### src/design/firdf_pkg.sv
// firdf_pkg: shared widths, codes and controller/datapath interface types
// for the direct-form fir filter. No dependencies.

package firdf_pkg;

  localparam int unsigned MAX_TAPS_DEF   = 32;
  localparam int unsigned COEF_FRAC_BITS = 15;

  localparam int unsigned SAMPLE_W  = 12;
  localparam int unsigned COEF_W    = 16;
  localparam int unsigned IDX_W     = 5;
  localparam int unsigned TAPCNT_W  = 6;
  localparam int unsigned PROD_W    = SAMPLE_W + COEF_W;

  localparam logic [TAPCNT_W-1:0]        TAPCNT_RST = 6'd15;
  localparam logic signed [SAMPLE_W-1:0] SAMPLE_MAX = 12'sh7FF;
  localparam logic signed [SAMPLE_W-1:0] SAMPLE_MIN = 12'sh800;

  typedef enum logic {
    ACT_SAMPLE = 1'b0,
    ACT_LOAD   = 1'b1
  } firdf_action_e;

  // controller to datapath
  typedef struct packed {
    logic start;      // sample item taken: write history, clear accumulator
    logic load_coef;  // coefficient item taken
    logic issue;      // read one tap pair
    logic finish;     // load the output register
  } firdf_cmd_t;

  // datapath to controller
  typedef struct packed {
    logic out_busy;   // output register holds an item that is not taken this cycle
  } firdf_status_t;

endpackage

### src/design/firdf_ram.sv
// firdf_ram: generic single-write, single-read ram with registered read data.
// No dependencies.

module firdf_ram #(
  parameter int unsigned WIDTH = 16,
  parameter int unsigned DEPTH = 32
) (
  input  logic                     clk_i,
  input  logic                     we_i,
  input  logic [$clog2(DEPTH)-1:0] waddr_i,
  input  logic [WIDTH-1:0]         wdata_i,
  input  logic [$clog2(DEPTH)-1:0] raddr_i,
  output logic [WIDTH-1:0]         rdata_o
);

  logic [WIDTH-1:0] mem_q [DEPTH];
  logic [WIDTH-1:0] rdata_q;

  always_ff @(posedge clk_i) begin
    if (we_i) begin
      mem_q[waddr_i] <= wdata_i;
    end
    rdata_q <= mem_q[raddr_i];
  end

  assign rdata_o = rdata_q;

endmodule

### src/design/firdf_ctrl.sv
// firdf_ctrl: sequencer for the fir filter; owns the tap_count register,
// the input handshake and the tap loop. Depends on firdf_pkg.

module firdf_ctrl #(
  parameter int unsigned MAX_TAPS = firdf_pkg::MAX_TAPS_DEF
) (
  input  logic                              clk_i,
  input  logic                              rst_ni,
  input  logic                              cfg_we_i,
  input  logic [firdf_pkg::TAPCNT_W-1:0]    cfg_wdata_i,
  input  logic                              in_valid_i,
  output logic                              in_stall_o,
  input  logic                              action_i,
  output firdf_pkg::firdf_cmd_t             cmd_o,
  input  firdf_pkg::firdf_status_t          status_i
);

  import firdf_pkg::*;

  localparam int unsigned CW = $clog2(MAX_TAPS + 1);

  typedef enum logic [1:0] {
    ST_IDLE,
    ST_RUN,
    ST_WAIT,
    ST_DONE
  } state_e;

  state_e              state_q;
  logic [CW-1:0]       remain_q;
  logic                wait_q;
  logic [TAPCNT_W-1:0] tap_count_q;
  logic [CW-1:0]       n_taps;
  logic                accept;

  // clamp to the built tap count
  always_comb begin
    if (32'(tap_count_q) > MAX_TAPS) begin
      n_taps = CW'(MAX_TAPS);
    end else begin
      n_taps = CW'(tap_count_q);
    end
  end

  assign in_stall_o = (state_q != ST_IDLE);
  assign accept     = in_valid_i & ~in_stall_o;

  always_comb begin
    cmd_o.start     = accept & (action_i == ACT_SAMPLE);
    cmd_o.load_coef = accept & (action_i == ACT_LOAD);
    cmd_o.issue     = (state_q == ST_RUN);
    cmd_o.finish    = (state_q == ST_DONE) & ~status_i.out_busy;
  end

  always_ff @(posedge clk_i or negedge rst_ni) begin
    if (!rst_ni) begin
      state_q     <= ST_IDLE;
      remain_q    <= '0;
      wait_q      <= 1'b0;
      tap_count_q <= TAPCNT_RST;
    end else begin
      if (cfg_we_i) begin
        tap_count_q <= cfg_wdata_i;
      end
      case (state_q)
        ST_IDLE: begin
          if (accept && (action_i == ACT_SAMPLE)) begin
            remain_q <= n_taps;
            wait_q   <= 1'b0;
            state_q  <= (n_taps == '0) ? ST_WAIT : ST_RUN;
          end
        end
        ST_RUN: begin
          remain_q <= remain_q - 1'b1;
          if (remain_q == CW'(1)) begin
            state_q <= ST_WAIT;
          end
        end
        ST_WAIT: begin
          // wait for ram read and multiply to drain into the accumulator
          wait_q <= ~wait_q;
          if (wait_q) begin
            state_q <= ST_DONE;
          end
        end
        ST_DONE: begin
          if (!status_i.out_busy) begin
            state_q <= ST_IDLE;
          end
        end
        default: begin
          state_q <= ST_IDLE;
        end
      endcase
    end
  end

endmodule

### src/design/firdf_dp.sv
// firdf_dp: fir datapath: history and coefficient rams, one shared
// multiply-accumulate, truncation, saturation and output register.
// Depends on firdf_pkg and firdf_ram.

module firdf_dp #(
  parameter int unsigned MAX_TAPS = firdf_pkg::MAX_TAPS_DEF
) (
  input  logic                                   clk_i,
  input  logic                                   rst_ni,
  input  firdf_pkg::firdf_cmd_t                  cmd_i,
  output firdf_pkg::firdf_status_t               status_o,
  input  logic signed [firdf_pkg::SAMPLE_W-1:0]  sample_in_i,
  input  logic [firdf_pkg::IDX_W-1:0]            coef_index_i,
  input  logic signed [firdf_pkg::COEF_W-1:0]    coef_value_i,
  output logic                                   out_valid_o,
  input  logic                                   out_stall_i,
  output logic signed [firdf_pkg::SAMPLE_W-1:0]  sample_out_o,
  output logic                                   clipped_o
);

  import firdf_pkg::*;

  localparam int unsigned AW    = $clog2(MAX_TAPS);
  localparam int unsigned ACC_W = PROD_W + $clog2(MAX_TAPS);
  localparam int unsigned QW    = ACC_W + 1 - COEF_FRAC_BITS;
  localparam logic [AW-1:0] LAST = AW'(MAX_TAPS - 1);
  localparam logic signed [ACC_W:0] BIAS =
    {{(ACC_W + 1 - COEF_FRAC_BITS){1'b0}}, {COEF_FRAC_BITS{1'b1}}};

  logic [AW-1:0]               head_q;
  logic [AW-1:0]               head_d;
  logic [AW-1:0]               rp_q;
  logic [AW-1:0]               cidx_q;
  logic [AW-1:0]               coef_waddr;
  logic                        coef_we;
  logic [MAX_TAPS-1:0]         hist_vld_q;
  logic [MAX_TAPS-1:0]         coef_vld_q;
  logic [SAMPLE_W-1:0]         hist_rdata;
  logic [COEF_W-1:0]           coef_rdata;
  logic                        v1_q;
  logic                        v2_q;
  logic                        hv1_q;
  logic                        cv1_q;
  logic signed [SAMPLE_W-1:0]  s_op;
  logic signed [COEF_W-1:0]    c_op;
  logic signed [PROD_W-1:0]    prod_q;
  logic signed [ACC_W-1:0]     acc_q;
  logic signed [ACC_W:0]       biased;
  logic signed [QW-1:0]        quot;
  logic signed [SAMPLE_W-1:0]  sat_val;
  logic                        sat_clip;
  logic                        out_valid_q;
  logic signed [SAMPLE_W-1:0]  sample_out_q;
  logic                        clipped_q;

  // history is a circular buffer; the newest sample sits at head, older ones above it
  assign head_d     = (head_q == '0) ? LAST : head_q - 1'b1;
  assign coef_waddr = AW'(coef_index_i);
  assign coef_we    = cmd_i.load_coef & (32'(coef_index_i) < MAX_TAPS);

  firdf_ram #(
    .WIDTH (SAMPLE_W),
    .DEPTH (MAX_TAPS)
  ) u_hist_ram (
    .clk_i   (clk_i),
    .we_i    (cmd_i.start),
    .waddr_i (head_d),
    .wdata_i (sample_in_i),
    .raddr_i (rp_q),
    .rdata_o (hist_rdata)
  );

  firdf_ram #(
    .WIDTH (COEF_W),
    .DEPTH (MAX_TAPS)
  ) u_coef_ram (
    .clk_i   (clk_i),
    .we_i    (coef_we),
    .waddr_i (coef_waddr),
    .wdata_i (coef_value_i),
    .raddr_i (cidx_q),
    .rdata_o (coef_rdata)
  );

  // entries never written read as zero
  assign s_op = hv1_q ? $signed(hist_rdata) : '0;
  assign c_op = cv1_q ? $signed(coef_rdata) : '0;

  // divide by 2^frac truncating toward zero, then clamp
  assign biased = (ACC_W + 1)'(acc_q) + (acc_q[ACC_W-1] ? BIAS : '0);
  assign quot   = biased[ACC_W:COEF_FRAC_BITS];

  always_comb begin
    if (quot > QW'(SAMPLE_MAX)) begin
      sat_val  = SAMPLE_MAX;
      sat_clip = 1'b1;
    end else if (quot < QW'(SAMPLE_MIN)) begin
      sat_val  = SAMPLE_MIN;
      sat_clip = 1'b1;
    end else begin
      sat_val  = quot[SAMPLE_W-1:0];
      sat_clip = 1'b0;
    end
  end

  always_ff @(posedge clk_i or negedge rst_ni) begin
    if (!rst_ni) begin
      head_q      <= '0;
      rp_q        <= '0;
      cidx_q      <= '0;
      hist_vld_q  <= '0;
      coef_vld_q  <= '0;
      v1_q        <= 1'b0;
      v2_q        <= 1'b0;
      hv1_q       <= 1'b0;
      cv1_q       <= 1'b0;
      acc_q       <= '0;
      out_valid_q <= 1'b0;
    end else begin
      if (coef_we) begin
        coef_vld_q[coef_waddr] <= 1'b1;
      end
      if (cmd_i.start) begin
        head_q             <= head_d;
        rp_q               <= head_d;
        cidx_q             <= '0;
        hist_vld_q[head_d] <= 1'b1;
        acc_q              <= '0;
      end else begin
        if (cmd_i.issue) begin
          rp_q   <= (rp_q == LAST) ? '0 : rp_q + 1'b1;
          cidx_q <= cidx_q + 1'b1;
        end
        if (v2_q) begin
          acc_q <= acc_q + ACC_W'(prod_q);
        end
      end
      v1_q  <= cmd_i.issue;
      hv1_q <= hist_vld_q[rp_q];
      cv1_q <= coef_vld_q[cidx_q];
      v2_q  <= v1_q;
      if (cmd_i.finish) begin
        out_valid_q <= 1'b1;
      end else if (!out_stall_i) begin
        out_valid_q <= 1'b0;
      end
    end
  end

  always_ff @(posedge clk_i) begin
    prod_q <= s_op * c_op;
    if (cmd_i.finish) begin
      sample_out_q <= sat_val;
      clipped_q    <= sat_clip;
    end
  end

  assign status_o.out_busy = out_valid_q & out_stall_i;
  assign out_valid_o       = out_valid_q;
  assign sample_out_o      = sample_out_q;
  assign clipped_o         = clipped_q;

endmodule

### src/design/fir_filter_direct_form_top.sv
// fir_filter_direct_form_top: direct-form fir filter, controller plus datapath.
// Depends on firdf_pkg, firdf_ctrl, firdf_dp, firdf_ram.
//
//   channel  direction  handshake                 payload
//   in       input      in_valid_i / in_stall_o   action_i sample_in_i coef_index_i coef_value_i
//   out      output     out_valid_o / out_stall_i sample_out_o clipped_o
//   cfg      input      cfg_we_i                  cfg_wdata_i (tap_count)
//
// a coefficient item gives no result and leaves the input free for the next item.
// a sample item takes one ram read and one multiply-accumulate per tap in use,
// through the single shared multiplier.
// a finished result waits in the output register; the next item is taken meanwhile,
// but a further result waits in the controller until that register is free.
// reset clears the history and coefficient valid bits, so both read as zero.

module fir_filter_direct_form_top #(
  parameter int unsigned MAX_TAPS = firdf_pkg::MAX_TAPS_DEF
) (
  input  logic                                   clk_i,
  input  logic                                   rst_ni,
  input  logic                                   cfg_we_i,
  input  logic [firdf_pkg::TAPCNT_W-1:0]         cfg_wdata_i,
  input  logic                                   in_valid_i,
  output logic                                   in_stall_o,
  input  logic                                   action_i,
  input  logic signed [firdf_pkg::SAMPLE_W-1:0]  sample_in_i,
  input  logic [firdf_pkg::IDX_W-1:0]            coef_index_i,
  input  logic signed [firdf_pkg::COEF_W-1:0]    coef_value_i,
  output logic                                   out_valid_o,
  input  logic                                   out_stall_i,
  output logic signed [firdf_pkg::SAMPLE_W-1:0]  sample_out_o,
  output logic                                   clipped_o
);

  import firdf_pkg::*;

  firdf_cmd_t    cmd;
  firdf_status_t status;

  firdf_ctrl #(
    .MAX_TAPS (MAX_TAPS)
  ) u_ctrl (
    .clk_i       (clk_i),
    .rst_ni      (rst_ni),
    .cfg_we_i    (cfg_we_i),
    .cfg_wdata_i (cfg_wdata_i),
    .in_valid_i  (in_valid_i),
    .in_stall_o  (in_stall_o),
    .action_i    (action_i),
    .cmd_o       (cmd),
    .status_i    (status)
  );

  firdf_dp #(
    .MAX_TAPS (MAX_TAPS)
  ) u_dp (
    .clk_i        (clk_i),
    .rst_ni       (rst_ni),
    .cmd_i        (cmd),
    .status_o     (status),
    .sample_in_i  (sample_in_i),
    .coef_index_i (coef_index_i),
    .coef_value_i (coef_value_i),
    .out_valid_o  (out_valid_o),
    .out_stall_i  (out_stall_i),
    .sample_out_o (sample_out_o),
    .clipped_o    (clipped_o)
  );

endmodule

### config.mk
export PLATFORM = sky130hd
export DESIGN_NAME = fir_filter_direct_form_top
export DESIGN_NICKNAME = d
export VERILOG_FILES = /design/src/design/firdf_pkg.sv /design/src/design/firdf_ram.sv /design/src/design/firdf_ctrl.sv /design/src/design/firdf_dp.sv /design/src/design/fir_filter_direct_form_top.sv
export SDC_FILE = /design/constraint.sdc
export NUM_CORES = 2
export LEC_CHECK = 0
export ABC_AREA = 1
export BUFFER_PORTS_ARGS = -buffer_cell sky130_fd_sc_hd__clkbuf_2
export CAP_MARGIN = 10
export CORE_MARGIN = 2
export CORE_UTILIZATION = 64
export CTS_CLUSTER_SIZE = 16
export DETAILED_ROUTE_END_ITERATION = 16
export PLACE_DENSITY_LB_ADDON = 0.1
export RECOVER_POWER = 25
export SYNTH_ARGS = -nofsm -noshare
export SYNTH_HDL_FRONTEND = slang
export SYNTH_SLANG_ARGS = --single-unit
export TNS_END_PERCENT = 5
### constraint.sdc
create_clock -name clk_i -period 9.5 [get_ports clk_i]
set_input_delay 0 -clock clk_i [delete_from_list [all_inputs] [get_ports clk_i]]
set_output_delay 0 -clock clk_i [all_outputs]
set_load 0.05 [all_outputs]
==> reports/qor.yml <==
outcome:
  status: "finished, violations left"
  failed_checks: "max-capacitance violations, max-slew violations"
synthesis:
  yosysTopAreaCellShare_pct: 52.1
  ys_seq_area_share_pct: 60.6
  ys_top_cells_by_area: "edfxtp_1, fa_1, dfrtp_1"
  yosys-top-cells-count: "edfxtp_1, nor2_1, o21ai_0"
  synth_edf_count: 909
  synth_nets: 5137
  yosysUniqueCellTypes: 49
  syn_inst: 4793
  syn_area_per_cell_sq_um: 10.9
  synth_seq_cells: 1097
  netlist_area_sq_um: 52400
  yosysWarnings: 0
  synth_ff_type: "edfxtp_1"
  synth_top_cell_by_area: "edfxtp_1"
  postSynth.asyncResetShare_pct: 12.0
  synth_most_common_cell: "edfxtp_1"
placement:
  placed_area_sq_um: 53800
  port-buffer-count: 59
  gp_congestion: 0.966
  place_hpwl_um: 82200
clocking:
  cts-root-buf: "clkbuf_16"
  ctsResizeCount: 0
  numCtsBuffers: 107
  cts_max_level: 3
  cts_tree: "done"
  cts_sinks: 1097
  clock_insertion_delay_worst_skew_ns: 0.68
  clk_pin_slew_ns: 0.06
  cts.path.max_buffers: 3
run:
  maxCapViolCount: 14
detailed_routing:
  viasPerCell: 6.06
  routed-via-count: 36454
  antenna_left: 0
  drt_iter0_markers: 3976
  postRouteWirelength_um: 131000
  wl_per_cell_um: 21.7
  firstDrtPassIters: 6
  drc: 0
timing:
  max_freq_mhz: 170
  setup_tns_ns: 0
  slew_headroom_pct: -20.9
  final-hold-violation-count: 0
  finClkSkew_ns: 0.0463
  post-route-min-period_ns: 5.87
  rsz0062_at_grt: "false"
  setup_violations: 0
  min_period_over_period_pct: 61.8
  worst_pin_slew_ns: 1.81
  slew_viol_final: 462
finish:
  final_util_pct: 71.6
  drive_above_1_share_pct: 7.39
  fin_area_sq_um: 57900
  area_delta_synth_final_pct: 10.6
  n_fill_cell: 5775
  nets: 5208
worst_hold_path:
  worstHoldStart: "coef_index_i[0]"
  hold_path_class: "in2reg"
global_routing:
  grt_pass1_vias: 35674
  globalRouteOverflowTotal: 0
  antenna_found_initial: 3
  grt_pass1_wl_um: 203000
  grt_use_total_pct: 31.2
  grt_max_degree: 196
setup_path:
  crit_start: "u_dp.hv1_q$_DFF_PN0_"
  path_max_fanout: 12
  cp_cell_sequence: "nand2_1 > inv_1 > nand2_1 > fa_1 > inv_1 > fa_1 > fa_1 > fa_1 > inv_1 > fa_1 > inv_1 > ha_1 > nand2_1 > nor4_1 > nand3_1 > nand3_1 > a31oi_1 > xor2_1"
  worst_r2r_startpoint: "u_dp.hv1_q$_DFF_PN0_"
  cp.required_ns: 10.04
  cp-start-kind: "flop"
  slowest_stage: "nor4_1"
  worstSetupPathType: "reg2reg"
  crit_arrival_ns: 6.41
  critPathCaptureType: "flop"
  critPathMaxStageDelay_ns: 0.63
  worst_path_most_repeated_cell: "fa_1"
floorplanning:
  core-area_sq_um: 80800
  io_pins: 60
  die_height_um: 290
  die_w_um: 290
  initial_core_util_pct: 64.8
  dieArea_sq_um: 84100
  row_count: 104
power_and_ir_drop:
  p_leak_nw: 22.1
  ir_drop_v: 0.000259
  p_per_area_nw_per_um2: 332
[sequential cells by signal (all words and copies together), names as in the netlist, 2 cells and up]
register	cells
u_ctrl.remain_q	6
u_dp.u_hist_ram.mem_q	384
u_dp.coef_vld_q	32
u_dp.prod_q	28
u_dp.head_q	5
u_dp.u_coef_ram.mem_q	512
u_dp.u_coef_ram.rdata_o	16
u_ctrl.tap_count_q	6
u_ctrl.state_q	2
u_dp.acc_q	33
u_dp.hist_vld_q	32
u_dp.sample_out_o	12
u_dp.cidx_q	5
u_dp.u_hist_ram.rdata_o	12
u_dp.rp_q	5
[final cells by class]
cell class	count	area, sq um	share of cell area [%]
clock inverter	50	698	1.21
inverter	444	1680	2.91
multi-input combinational	3026	18100	31.2
clock buffer	146	2960	5.11
tap	1060	1330	2.29
antenna	2	5.00	0.00865
sequential	1097	31700	54.8
timing repair buffer	188	1400	2.42
[metal layers]
metal | up-vias | track usage, % | routed length, um | part of all wire (%)
met5 | - | 0 | 13 | 0.010
met4 | 2 | 8.66 | 3380 | 2.6
met3 | 234 | 5.21 | 12000 | 9.2
met2 | 1627 | 49.3 | 60800 | 47
met1 | 17826 | 45.4 | 54500 | 42
li1 | 16765 | - | - | -
[where the power goes]
part	switching (mW)	internal, mW
registers	0.408	5.63
logic	6.01	2.86
clock network	1.82	2.52
[path summary, 6_finish.rpt]
path,depth (start not counted),to,slack [ns]
max,18,u_dp.prod_q[27]$_DFF_P_,3.63
max in group asynchronous,4,u_dp.rp_q[0]$_DFFE_PN0P_,7.18
min reg2reg,0,u_dp.v2_q$_DFF_PN0_,0.38
min in group asynchronous,3,u_dp.hist_vld_q[25]$_DFFE_PN0P_,0.70
max reg2reg,18,u_dp.prod_q[27]$_DFF_P_,3.63
min,4,u_dp.u_coef_ram.mem_q[28][3]$_DFFE_PP_,0.15
[cell families (layout without fill, tap and decap cells)]
kind of cell	count (synthesis)	count (layout)	synth area share, %
compound gates	1106	1106	11.8
xor+xnor	43	43	0.719
buf+inv	670	828	4.92
flops	1097	1097	60.6
fa+ha+maj	299	299	9.71
other cells	0	2	0
simple gates	1575	1575	12.1
mux	3	3	0.0645
[worst max-delay path, delay by kind of cell, from the launching register on]
kind,cells,cell delay (ns)
XOR/XNOR,1,0.15
adder cells (fa/ha/maj),6,2.89
AND/OR/NAND/NOR,6,1.51
flip-flops,1,0.58
AO/OA/AOI/OAI,1,0.10
buffers and inverters,4,0.54
[metrics by stage]
| step | power [mW] | worst slack [ns] | std cells | hold slack (ns) |
|---|---|---|---|---|
| 6_report | 19.2 | 3.63 | 6013 | 0.146 |
| 5_1_grt | 20.6 | 3.32 | 6012 | 0.152 |
| 4_1_cts | 19.2 | 3.70 | 6011 | 0.0108 |
| 3_5_place_dp | 14.9 | 3.71 | 5771 | 0.0552 |
| 3_3_place_gp | 14.7 | 3.79 | 5771 | 0.0672 |
| 2_1_floorplan | 12.2 | 4.33 | 4793 | -0.296 |
[timing repair]
action | CTS | global route
hold endpoints to repair | 464 | 0
hold buffers | 44 | 0
setup buffers | 0 | 0
[cells in the final DEF (no fill, tap or decap), types with 108 or more instances in the layout]
cell	instances
a21oi_1	144
nor2_1	725
inv_1	429
fa_1	179
nand2_1	608
nand3_1	123
o21ai_0	617
clkbuf_16	108
edfxtp_1	909
dfrtp_1	122
ha_1	120
o22ai_1	189
Note: power is estimated with default switching activity, not from simulation.
